$ cat src/rtl/nbc_pkg.sv
`default_nettype none
package nbc_pkg;

	// capacity and field widths
	localparam int MAX_RECORDS = 1024;
	localparam int AGE_W       = 11;
	localparam int CNT_W       = $clog2(MAX_RECORDS + 1);
	localparam int SUM_W       = CNT_W + AGE_W;
	localparam int SQ_W        = CNT_W + 2 * AGE_W;
	localparam int D_W         = CNT_W + SQ_W;
	localparam int DEV2_W      = 2 * SUM_W;

	// deviation quotient: num = dev^2 * (n-1) << 16, den = 2n * D
	localparam int QF_W        = 16;
	localparam int NUMH_W      = DEV2_W + CNT_W;
	localparam int NUM_W       = NUMH_W + QF_W;
	localparam int DEN_W       = CNT_W + 1 + D_W;
	localparam int T_W         = 56;

	// logarithm unit
	localparam int MANT_W      = 31;
	localparam int FRAC_W      = 24;
	localparam int LX_W        = (D_W > MANT_W) ? D_W : MANT_W;
	localparam int K_W         = $clog2(LX_W);
	localparam logic [31:0] LN2_Q32 = 32'd2977044472;
	localparam int LN_SHIFT    = 40;

	// shared multiplier
	localparam int MA_W        = (D_W > MANT_W) ? D_W : MANT_W;
	localparam int MB_W        = (SUM_W > 32) ? SUM_W : 32;
	localparam int P_W         = MA_W + MB_W;
	localparam int LN_W        = P_W - LN_SHIFT;

	// score accumulator
	localparam int SC_W        = ((T_W > LN_W) ? T_W : LN_W) + 4;

	typedef enum logic [1:0] {
		OP_TRAIN    = 2'd0,
		OP_CLASSIFY = 2'd1
	} nbc_op_t;

	typedef enum logic [4:0] {
		ST_IDLE,
		ST_TR_MUL,
		ST_TR_UPD,
		ST_RD_NQ,
		ST_RD_SS,
		ST_RD_D,
		ST_CHECK,
		ST_SC_NA,
		ST_SC_DEV,
		ST_SC_DSQ,
		ST_SC_NUM,
		ST_SC_DEN,
		ST_SC_DIV,
		ST_LOG_LOAD,
		ST_LOG_NORM,
		ST_LOG_SQM,
		ST_LOG_SQU,
		ST_LOG_MULK,
		ST_LOG_ACC,
		ST_SC_TWAIT,
		ST_SC_NEXT,
		ST_OUT
	} nbc_state_t;

	// log operand selection
	typedef enum logic [2:0] {
		LS_TRAVEL = 3'd0,
		LS_SEX    = 3'd1,
		LS_N      = 3'd2,
		LS_NM1    = 3'd3,
		LS_D      = 3'd4
	} nbc_lsel_t;

	typedef struct packed {
		logic               start;
		logic [NUM_W-1:0]   num;
		logic [DEN_W-1:0]   den;
	} div_req_t;

	typedef struct packed {
		logic               busy;
		logic [T_W-1:0]     quo;
	} div_sts_t;

endpackage
`default_nettype wire

$ cat src/rtl/nbc_div.sv
`default_nettype none
// Restoring divider, one quotient bit per cycle, saturating at 2^T_W-1
module nbc_div import nbc_pkg::*; (
	input  wire logic     clk,
	input  wire logic     arst_n,
	input  wire div_req_t req,
	output div_sts_t      sts
);

	localparam int DC_W     = $clog2(NUM_W);
	localparam int HI_STEPS = (NUM_W > T_W) ? (NUM_W - T_W) : 0;

	logic               busy_q;
	logic [DC_W-1:0]    cnt_q;
	logic [NUM_W-1:0]   num_q;
	logic [DEN_W-1:0]   den_q;
	logic [DEN_W-1:0]   rem_q;
	logic [T_W-1:0]     quo_q;
	logic               sat_q;

	logic [DEN_W:0]     shifted;
	logic [DEN_W:0]     diff;
	logic               ge;

	// one trial subtraction
	always_comb begin
		shifted = {rem_q, num_q[NUM_W-1]};
		diff    = shifted - {1'b0, den_q};
		ge      = (shifted >= {1'b0, den_q});
	end

	always_ff @(posedge clk or negedge arst_n) begin
		if (!arst_n) begin
			busy_q <= 1'b0;
			cnt_q  <= '0;
			sat_q  <= 1'b0;
		end else if (req.start) begin
			busy_q <= 1'b1;
			cnt_q  <= '0;
			sat_q  <= 1'b0;
		end else if (busy_q) begin
			if (ge && (int'(cnt_q) < HI_STEPS))
				sat_q <= 1'b1;
			if (cnt_q == DC_W'(NUM_W - 1))
				busy_q <= 1'b0;
			cnt_q <= cnt_q + 1'b1;
		end
	end

	// datapath
	always_ff @(posedge clk) begin
		if (req.start) begin
			num_q <= req.num;
			den_q <= req.den;
			rem_q <= '0;
			quo_q <= '0;
		end else if (busy_q) begin
			num_q <= {num_q[NUM_W-2:0], 1'b0};
			rem_q <= ge ? diff[DEN_W-1:0] : shifted[DEN_W-1:0];
			quo_q <= {quo_q[T_W-2:0], ge};
		end
	end

	assign sts.busy = busy_q;
	assign sts.quo  = sat_q ? {T_W{1'b1}} : quo_q;

endmodule
`default_nettype wire

$ cat config.mk
export PLATFORM = sky130hd
export DESIGN_NAME = nbc_div
export DESIGN_NICKNAME = d
export VERILOG_FILES = /design/src/rtl/nbc_pkg.sv /design/src/rtl/nbc_div.sv
export SDC_FILE = /design/constraint.sdc
export NUM_CORES = 1
export LEC_CHECK = 0
export BUFFER_PORTS_ARGS = -buffer_cell sky130_fd_sc_hd__buf_2
export CORE_MARGIN = 10
export CORE_UTILIZATION = 53
export DETAILED_ROUTE_END_ITERATION = 12
export PLACE_DENSITY = 0.77
export SLEW_MARGIN = 20
export SYNTH_ARGS = -nofsm -noshare
export SYNTH_HDL_FRONTEND = slang
export SYNTH_SLANG_ARGS = --single-unit
export TNS_END_PERCENT = 50
$ cat constraint.sdc
create_clock -name clk -period 3.05 [get_ports clk]
set_clock_uncertainty 0.2 [all_clocks]
set_input_delay 0.4575 -clock clk [delete_from_list [all_inputs] [get_ports clk]]
set_output_delay 0.4575 -clock clk [all_outputs]
set_load 0.01 [all_outputs]
==> results.md, run 1 <==
* Area of the multi-input gates at between 7000 and 8000 sq um
* Total congestion overflow at 0
* Synthesis warning total at 0
* Minimum clock period at 3213 ps
* Data required time of the critical path at 3260 ps
* Min-Delay Path Class: input pin to register
* Clk root buf: clkbuf_16
* Final GP Congestion at 0.9119
* DRT Pass-1 Iters at 7
* Initial antenna violation count at 3
* Final setup vio count at 52
* Non-Filler Instances at 2068
* Clock Latency Late Sink at 560 ps
* Avg Cell Area, Syn at 10.15 sq um
* DR WL/cell at around 18 um
* GRT Total Usage at roughly 20%
* Nets@finish at 1904
* Worst slack, placed at -410.4 ps
* Mux share of post-synthesis cell area at approximately 11%
* Post-synthesis compound-gate area fraction at 15.88%
* Storage cell area at ~6300 sq um
* Synth area leaders: edfxtp_1 28%, dfxtp_1 16%, mux2_2 5.8%, ha_1 5.3%, mux2i_1 4.9%
* Iteration-0 DRC Markers at 971
* Adder-cell area share of the yosys netlist at 5.485%
* Post-synth top area cell: edfxtp_1
* CTS max path bufs at 3
* Post-route ant nets at 0
* Routed wire length on met3 at 1.997 mm
* Post-synthesis sequential area ratio at 46.20%
* Maximum clock rate at 0.3113 GHz
* Clock buffer count from CTS at 27
* Critical path cell sequence: inv_1 -> ha_4 -> buf_4 -> nand4_1 -> nor2_2 -> nand3_2 -> o32ai_4 -> nor4_4 -> o31a_2 -> buf_6 -> buf_12 -> mux2_4 -> mux2i_1 -> nor2_1
* Hold_ws at 21.38 ps
* Fillers at 1656
* Post-synth EDFFs at 127
* Wire length on met1 at 15.47 mm
* Critical path arrival at 3430 ps
* Net Count, Synth at between 1.5k and 2k
* Final Worst Setup Slack at -162.8 ps
* Critical path class: register to register
* Top layer in use: met5
* DRC at 0
* Crit path launch type: register
* Status: finished with violations
* Synth Area in XOR/XNOR at 3.285%
* Layout cells sized above 1 at 40.73%
* Tcrit/Tclk final at 105.3%
* Die height at ~180 um
* First-pass GRT wire length at approximately 56 mm
* TritonCTS clock tree: done
* Failing checks: negative setup slack
* Maximum vdd drop at between 500 and 600 uV
* Worst setup EP type: register
* Total number of vias at 11.40k
* Worst-path clk slew at 60 ps
* Relative slew slack at 47.11%
* Largest family of logic cells by synthesized area: compound AO/OA/AOI/OAI gates
* Largest net degree at the start of global routing at 126
* Yosys cell types at 75
* Die area at 32460 sq um
* Mapped cell area at 13600 sq um
* Crit path max-delay cell type: o32ai_4
* H-tree levels at 1
* Die width at 180.2 um
* Starting Density at between 50% and 60%
* Leakage Power at 0.008592 uW
* Fin. max-slew vios at 0
* Placed insts at 1932
* Final core utilization at 73.77%
* Post-Synthesis Cells at approximately 1.3k
* Max-capacitance violation count at 0
* DP HPWL at 23.89 mm
* Sink Count at roughly 250
* Crit-path max cell delay at roughly 350 ps
* Rows at 58
* RSZ-0062 raised after global routing: yes
* Number of global-route vias before repair at 11.23k
* Simple-gate share of the synthesized area at roughly an eighth
* Final Hold Vio Count at 0
* Worst-Margin Slew at 792.5 ps
* Layout area overhead at 36.63%
* Primary FF master, synth: edfxtp_1
* Via density at 5.510
* Post-Route WL at roughly 36 mm
* IO Pins at about 190
* Core area at around 25000 sq um
* Setup_tns at -4016 ps
* Critical-path maximum fanout at 6
* Met2 wire length at ~18 mm
* Fraction of registers with async set/reset at under 10%
* I/O Buffers at 186
* Yosys reg bits at between 200 and 250
* PwrDens at roughly 890 nW/um^2
* Synth top area share at 28.05%
[state kept, by name, indices dropped and copies added (netlist names)]
register	flops
num_q	71
busy_q	1
quo_q	56
den_q	56
sat_q	1
rem_q	56
cnt_q	7
[worst max-delay path, delay by kind of cell, from the launching register on]
kind	cells	cell delay (ps)
adders and majority gates	1	280
muxes	2	430
buffers and inverters	4	490
DFF	1	320
and+or+nand+nor	5	630
AOI/OAI and AO/OA	2	700
[power breakdown]
| part | switching, uW | leakage (uW) | internal (uW) |
|---|---|---|---|
| combinational | 4330 | 0.00583 | 4420 |
| clock | 1370 | 0.000440 | 1870 |
| sequential | 418 | 0.00233 | 4070 |
[final timing paths]
| check | endpoint | from | slack, ps | cells past startpoint |
|---|---|---|---|---|
| setup / recovery | rem_q[17] | den_q[22] | -160 | 14 |
| hold / removal | num_q[40] | req[96] | 20 | 2 |
| setup reg to reg | rem_q[17] | den_q[22] | -160 | 14 |
| hold reg to reg | quo_q[55] | quo_q[55] | 290 | 2 |
| max in group asynchronous | busy_q | arst_n | 2320 | 2 |
| min in group asynchronous | cnt_q[0] | arst_n | 120 | 2 |
[cell usage after synthesis, types with 12 or more instances]
cell      count
clkbuf_1     51
a31oi_1      12
mux2_2       70
nand4_1      23
o21bai_1     17
o21ai_0      33
or2_2        58
a21o_1       33
a211oi_2     22
nor2_1      165
xnor2_1      30
a211oi_1     22
a21oi_1      97
xor2_1       21
ha_1         58
nand3_1      15
nand2_1      52
inv_1        79
edfxtp_1    127
mux2i_1      66
dfxtp_1     112
[what timing repair did]
action | CTS | global route
endpoints found under the setup margin | 58 | 58
gates resized for setup | 75 | 117
pin swaps | 50 | 46
setup buffers | 13 | 9
cloned | 4 | 1
hold buffers | 59 | 0
endpoints found under the hold margin | 67 | 0
[cells by family (layout without fill, tap and decap cells)]
family          after synthesis  in the layout
other cells                   0              2
xor+xnor                     51             51
buf+inv                     162            559
compound gates              308            308
flops                       248            248
fa+ha+maj                    59             59
mux                         138            138
simple gates                373            373
[layer usage]
layer,global-route usage (%),vias up
li1,-,5542
met1,25.08,5487
met2,35.20,311
met3,3.795,53
met4,4.724,2
met5,0,-
[cells in the final DEF (no fill, tap or decap), types with 46 or more instances in the layout]
| master | Yosys | layout |
|---|---|---|
| nor2_1 | 165 | 148 |
| dfxtp_1 | 112 | 112 |
| edfxtp_1 | 127 | 127 |
| buf_4 | 4 | 160 |
| nand2_1 | 52 | 46 |
| a21oi_1 | 97 | 73 |
| mux2_2 | 70 | 70 |
| inv_1 | 79 | 71 |
| or2_2 | 58 | 58 |
| dlygate4sd3_1 | 0 | 59 |
| buf_2 | 10 | 185 |
| mux2i_1 | 66 | 65 |
[area by class of cell]
class | count | area share (%)
antenna | 2 | 0.02694
clock buffer | 35 | 3.907
clock inverter | 15 | 0.8150
inverter | 79 | 1.630
multi-input combinational | 929 | 40.56
sequential | 248 | 33.83
tap | 330 | 2.223
timing repair buffer | 430 | 17.01
[through the flow]
stage	area, sq um	total power [uW]
after CTS	17860	15410
after detailed placement	15830	11230
after global routing	18580	17390
after global placement	15830	11120
final	18580	16470
after floorplan	13600	8809
Power figures use the tool's default switching activity.
==> run 2, diff against run 1 <==
--- a/config.mk
+++ b/config.mk
@@ -6,8 +6,9 @@
 export NUM_CORES = 1
 export LEC_CHECK = 0
 export BUFFER_PORTS_ARGS = -buffer_cell sky130_fd_sc_hd__buf_2
+export CORE_ASPECT_RATIO = 0.75
 export CORE_MARGIN = 10
-export CORE_UTILIZATION = 53
+export CORE_UTILIZATION = 55
 export DETAILED_ROUTE_END_ITERATION = 12
 export PLACE_DENSITY = 0.77
 export SLEW_MARGIN = 20
==> constraint.sdc (replaced) <==
create_clock -name clk -period 3 [get_ports clk]
set_clock_uncertainty 0.2 [all_clocks]
set_input_delay 0.45 -clock clk [delete_from_list [all_inputs] [get_ports clk]]
set_output_delay 0.45 -clock clk [all_outputs]
set_load 0.01 [all_outputs]
==> results.md, run 2 (synthesized netlist as in run 1, its figures left out) <==
* Leakage Power at 0.008770 uW (+2.1%)
* IO Pins at 187 (unchanged)
* Final Hold Vio Count at 0 (unchanged)
* Die area at 31470 sq um (-3.0%)
* Total congestion overflow at 0 (unchanged)
* TritonCTS clock tree: done
* Total power at 17140 uW (+4.1%)
* Via density at 5.618 (+2.0%)
* Worst-path clk slew at 70 ps (about the same)
* Fin area at 18720 sq um (+0.75%)
* Clock buffer count from CTS at 26 (-3.7%)
* H-tree levels at 1 (unchanged)
* Clock Latency Late Sink at 540 ps (-20 ps)
* DRC at 0 (unchanged)
* Rows at 49 (-16%)
* Max-capacitance violation count at 0 (unchanged)
* Final GP Congestion at 0.9420 (+3.3%)
* Data required time of the critical path at 3230 ps (-30 ps)
* DRT Pass-1 Iters at 8 (+1)
* Maximum clock rate at 0.3055 GHz (-1.8%)
* First-pass GRT wire length at 60.91 mm (+8.6%)
* Core area at 24160 sq um (-4.1%)
* Iteration-0 DRC Markers at 982 (+1.1%)
* Critical path class: register to register
* Status: finished with violations
* DP HPWL at 25.91 mm (+8.5%)
* Starting Density at 56.28% (+2.3 points)
* DR WL/cell at 18.73 um (+7.0%)
* Register with the most flip-flops: num_q
* PwrDens at 915.9 nW/um^2 (+3.3%)
* RSZ-0062 raised after global routing: yes
* Max reg flops at 71 (unchanged)
* Sink Count at 248 (unchanged)
* Critical path cell sequence: inv_1 -> ha_1 -> a21o_1 -> a31oi_2 -> o2111ai_1 -> o211ai_1 -> a31oi_2 -> buf_4 -> a211oi_4 -> o31a_1 -> buf_4 -> o21ai_1 -> xnor2_1 -> a31o_1
* Nets@finish at 1933 (+1.5%)
* Largest net degree at the start of global routing at 100 (-21%)
* Post-route ant nets at 0 (unchanged)
* Crit path launch type: register
* Most common cell after layout, fill and taps aside: buf_4
* Commonest cells after routing, fill and taps aside: 189 x buf_4, 185 x buf_2, 142 x nor2_1
* Min-Delay Path Class: input pin to register
* Relative slew slack at 44.95% (-2.2 points)
* Hold_ws at 17.10 ps (-4.285 ps)
* Die height at 156.2 um (-13%)
* Fillers at 1569 (-5.3%)
* Clk root buf: clkbuf_16
* Maximum vdd drop at 555.1 uV (-5.2%)
* Failing checks: negative setup slack
* Post-placement cell area at 16070 sq um (+1.6%)
* Post-Route WL at 39.27 mm (+8.5%)
* Minimum clock period at 3273 ps (+60.24 ps)
* Crit path max-delay cell type: edfxtp_1
* Setup_tns at -7640 ps (-3623 ps)
* Critical-path maximum fanout at 5 (-1)
* Worst-Margin Slew at 825.8 ps (+33.31 ps)
* Die width at 201.5 um (+12%)
* Layout cells sized above 1 at 41.95% (+1.2 points)
* Final Worst Setup Slack at -273.1 ps (-110.2 ps)
* Critical path arrival at 3500 ps (+70 ps)
* I/O Buffers at 186 (unchanged)
* Final setup vio count at 57 (+9.6%)
* Worst setup EP type: register
* Fin. max-slew vios at 0 (unchanged)
* GRT Total Usage at 23.24% (+3.1 points)
* Tcrit/Tclk final at 109.1% (+3.8 points)
* Layout area overhead at 37.66%
* Total number of vias at 11.78k (+3.3%)
* Number of global-route vias before repair at 11.59k (+3.2%)
* CTS max path bufs at 3 (unchanged)
* Initial antenna violation count at 2 (-1)
* Crit-path max cell delay at 380 ps (+30 ps)
[run 2: cell type report]
class                      count  area, sq um  share of cell area, %
antenna                        1        2.502                0.01337
clock buffer                  30        739.5                  3.951
clock inverter                18        195.2                  1.043
inverter                      79        300.3                  1.604
multi-input combinational    929         7441                  39.76
sequential                   248         6285                  33.58
tap                          331        414.1                  2.213
timing repair buffer         460         3338                  17.84
[run 2: where the power goes]
group | total, uW | switching, uW | internal [uW]
logic | 9110 | 4580 | 4530
registers | 4530 | 398 | 4130
clock network | 3500 | 1390 | 2110
total | 17100 | 6370 | 10800
[run 2: path summary, 6_finish.rpt]
check	from	end	slack, ps	depth (start not counted)
worst max-delay path	den_q[12]	rem_q[51]	-270	14
worst min-delay path	req[100]	num_q[44]	20	2
worst max register to register	den_q[12]	rem_q[51]	-270	14
worst min register to register	quo_q[55]	quo_q[55]	300	2
max in group asynchronous	arst_n	busy_q	2310	2
min in group asynchronous	arst_n	cnt_q[5]	100	2
[run 2: routing by layer]
layer | vias up | wire [um] | track usage, % | share of wire, %
met3 | 74 | 3055 | 4.877 | 7.8
met5 | - | 8 | 0 | 0.020
met1 | 5625 | 17290 | 32.02 | 44
li1 | 5605 | - | - | -
met4 | 2 | 846 | 4.963 | 2.2
met2 | 470 | 18060 | 37.02 | 46
[run 2: worst max-delay path: cells and delay by family (launching register included)]
| kind | cells | cell delay (ps) |
|---|---|---|
| compound gates | 9 | 1800 |
| flops | 1 | 380 |
| buf+inv | 3 | 360 |
| fa+ha+maj | 1 | 290 |
| xor+xnor | 1 | 150 |
[run 2: stage by stage]
| step | cells | utilization [%] | worst slack, ps |
|---|---|---|---|
| after floorplan | 1339 | - | -96.33 |
| after global placement | 1966 | 66.54 | -498.3 |
| after detailed placement | 1966 | 66.54 | -482.5 |
| after CTS | 2086 | 75.84 | -208.5 |
| after global routing | 2096 | 77.48 | -356.2 |
| final | 2096 | 77.48 | -273.1 |
[run 2: timing repair]
item,in CTS,in global routing
buffers inserted,11,10
setup endpoints to repair,58,58
cloned,2,1
gates resized for setup,130,69
hold buffers,60,0
pin swaps,67,44
endpoints found under the hold margin,68,0
==> run 3, diff against run 2 <==
--- a/config.mk
+++ b/config.mk
@@ -6,12 +6,13 @@
 export NUM_CORES = 1
 export LEC_CHECK = 0
 export BUFFER_PORTS_ARGS = -buffer_cell sky130_fd_sc_hd__buf_2
+export CELL_PAD_IN_SITES_DETAIL_PLACEMENT = 0
+export CELL_PAD_IN_SITES_GLOBAL_PLACEMENT = 1
 export CORE_ASPECT_RATIO = 0.75
 export CORE_MARGIN = 10
-export CORE_UTILIZATION = 55
+export CORE_UTILIZATION = 45
 export DETAILED_ROUTE_END_ITERATION = 12
-export PLACE_DENSITY = 0.77
-export SLEW_MARGIN = 20
+export PLACE_DENSITY_LB_ADDON = 0.1
 export SYNTH_ARGS = -nofsm -noshare
 export SYNTH_HDL_FRONTEND = slang
 export SYNTH_SLANG_ARGS = --single-unit
==> constraint.sdc (replaced) <==
create_clock -name clk -period 3.36 [get_ports clk]
set_clock_uncertainty 0.2 [all_clocks]
set_input_delay 0.504 -clock clk [delete_from_list [all_inputs] [get_ports clk]]
set_output_delay 0.504 -clock clk [all_outputs]
set_load 0.01 [all_outputs]
==> results.md, run 3 (synthesized netlist as in run 1, its figures left out) <==
* Worst-Margin Slew at 929.9 ps (+104.1 ps)
* Tcrit/Tclk final at 97.51% (-12 points)
* TritonCTS clock tree: done
* Post-route ant nets at 0 (unchanged)
* Critical-path maximum fanout at 6 (+1)
* Final Hold Vio Count at 0 (unchanged)
* DR WL/cell at 17.22 um (-8.1%)
* Nets@finish at 1802 (-6.8%)
* Worst setup EP type: register
* Int Pwr at 8661 uW (-20%)
* Leakage Power at 0.008067 uW (-8.0%)
* Rows at 55 (+12%)
* Fin area at 17300 sq um (-7.6%)
* Post-placement cell area at 15290 sq um (-4.9%)
* Iteration-0 DRC Markers at 746 (-24%)
* Sw Share at 35.94% (-1.2 points)
* Total congestion overflow at 0 (unchanged)
* Status: finished, final reports clean
* Die height at 170.5 um (+9.2%)
* Layout area overhead at 27.26%
* Starting Density at 45.31% (-11 points)
* Max reg flops at 71 (unchanged)
* H-tree levels at 1 (unchanged)
* Number of global-route vias before repair at 10.54k (-9.0%)
* Relative slew slack at 38.01% (-6.9 points)
* Register with the most flip-flops: num_q
* Critical path class: register to register
* Commonest cells after routing, fill and taps aside: 185 x buf_2, 159 x nor2_1, 127 x edfxtp_1
* Final setup vio count at 0 (-100%)
* DRT Pass-1 Iters at 5 (-3)
* Clk root buf: clkbuf_16
* Top layer in use: met5
* Wire length on met1 at 17.36 mm (+0.40%)
* Sequential share of power at 29.9% (+3.5 points)
* Fin. max-slew vios at 0 (unchanged)
* Minimum clock period at 3276 ps (+3.350 ps)
* Max-capacitance violation count at 0 (unchanged)
* Largest net degree at the start of global routing at 107 (+7.0%)
* Post-Route WL at 35.03 mm (-11%)
* Maximum vdd drop at 440.7 uV (-21%)
* Critical path arrival at 3540 ps (+40 ps)
* Clock Latency Late Sink at 550 ps (about the same)
* Total number of vias at 10.65k (-9.5%)
* Die width at 220.7 um (+9.5%)
* Clock buffer count from CTS at 27 (+3.8%)
* Routed wire length on met3 at 1.448 mm (-53%)
* Data required time of the critical path at 3630 ps (+400 ps)
* Final GP Congestion at 0.8893 (-5.6%)
* Layout cells sized above 1 at 33.29% (-8.7 points)
* GRT Total Usage at 17.94% (-5.3 points)
* Most common cell after layout, fill and taps aside: buf_2
* Core area at 30000 sq um (+24%)
* Clk pwr share at 23.7% (+3.3 points)
* Maximum clock rate at 0.3052 GHz (-0.10%)
* Sink Count at 248 (unchanged)
* IO Pins at 187 (unchanged)
* Min-Delay Path Class: input pin to register
* Initial antenna violation count at 2 (unchanged)
* DP HPWL at 24.71 mm (-4.7%)
* First-pass GRT wire length at 55.80 mm (-8.4%)
* Via density at 5.238 (-6.8%)
* PwrDens at 781.4 nW/um^2 (-15%)
* DRC at 0 (unchanged)
* Hold_ws at 46.19 ps (+29.10 ps)
* Met2 wire length at 15.65 mm (-13%)
* Combinational fraction of design power at 46.4% (-6.8 points)
* I/O Buffers at 186 (unchanged)
* Fillers at 2703 (+72%)
* Crit path launch type: register
* CTS max path bufs at 3 (unchanged)
* Sw Pwr at 4858 uW (-24%)
* RSZ-0062 raised after global routing: yes
* Worst-path clk slew at 70 ps (about the same)
* Die area at 37640 sq um (+20%)
[run 3: stage by stage]
step | power (uW) | util [%] | instances | worst slack, ps | setup TNS (ps)
after floorplan | 7997 | - | 1339 | 182.3 | 0
after global placement | 9697 | 50.95 | 1915 | 25.97 | 0
after detailed placement | 9700 | 50.95 | 1915 | -61.99 | -402.8
after CTS | 13100 | 56.29 | 2026 | -12.21 | -20.73
after global routing | 14420 | 57.66 | 2034 | -38.47 | -173.2
final | 13520 | 57.66 | 2034 | 83.57 | 0
[run 3: power groups by stage]
stage	registers (uW)	clock network [uW]	logic, uW
3_5_place_dp	4080	0	5620
6_report	4050	3200	6270
4_1_cts	4020	3290	5790
3_3_place_gp	4070	0	5620
2_1_floorplan	3980	0	4020
5_1_grt	4120	3390	6910
[run 3: path summary, 6_finish.rpt]
path	start	endpoint	slack (ps)	depth (start not counted)
max in group asynchronous	arst_n	busy_q	2590	2
setup / recovery	den_q[14]	rem_q[2]	80	15
min in group asynchronous	arst_n	sat_q	160	2
hold reg to reg	rem_q[49]	rem_q[49]	280	2
setup reg to reg	den_q[14]	rem_q[2]	80	15
hold / removal	req[92]	num_q[36]	50	2
[run 3: critical path: stages (launching register included)]
cell and delay, ps:
edfxtp_1 320, inv_1 50, ha_1 350, nand2_1 120, nor4_2 330, nor3_2 80
buf_4 150, o32ai_2 250, buf_4 180, nor4_4 40, o31a_4 360, clkbuf_16 180
buf_4 150, nor3_4 160, a21oi_1 70, a211oi_2 200
[run 3: area by class of cell]
class | count | area [sq um] | share of cell area, %
multi-input cells | 929 | 6973 | 40.30
flip-flops and latches | 248 | 6285 | 36.32
repair buffers | 328 | 2280 | 13.18
clock buffers | 34 | 752.0 | 4.346
well taps | 399 | 499.2 | 2.885
inverters | 79 | 296.5 | 1.714
clock inverters | 16 | 214.0 | 1.237
diodes | 1 | 2.502 | 0.01446
[run 3: what timing repair did]
item | 4_1_cts | 5_1_grt
cloned | 0 | 2
pin swaps | 5 | 19
endpoints found under the setup margin | 30 | 57
hold endpoints to repair | 65 | 0
gates resized for setup | 9 | 66
hold buffers | 57 | 0
setup buffers | 4 | 5
[run 3: layer usage]
metal,track usage (%),vias up
li1,-,5346
met2,27.51,181
met5,0,-
met3,3.300,34
met1,25.86,5091
met4,3.570,2
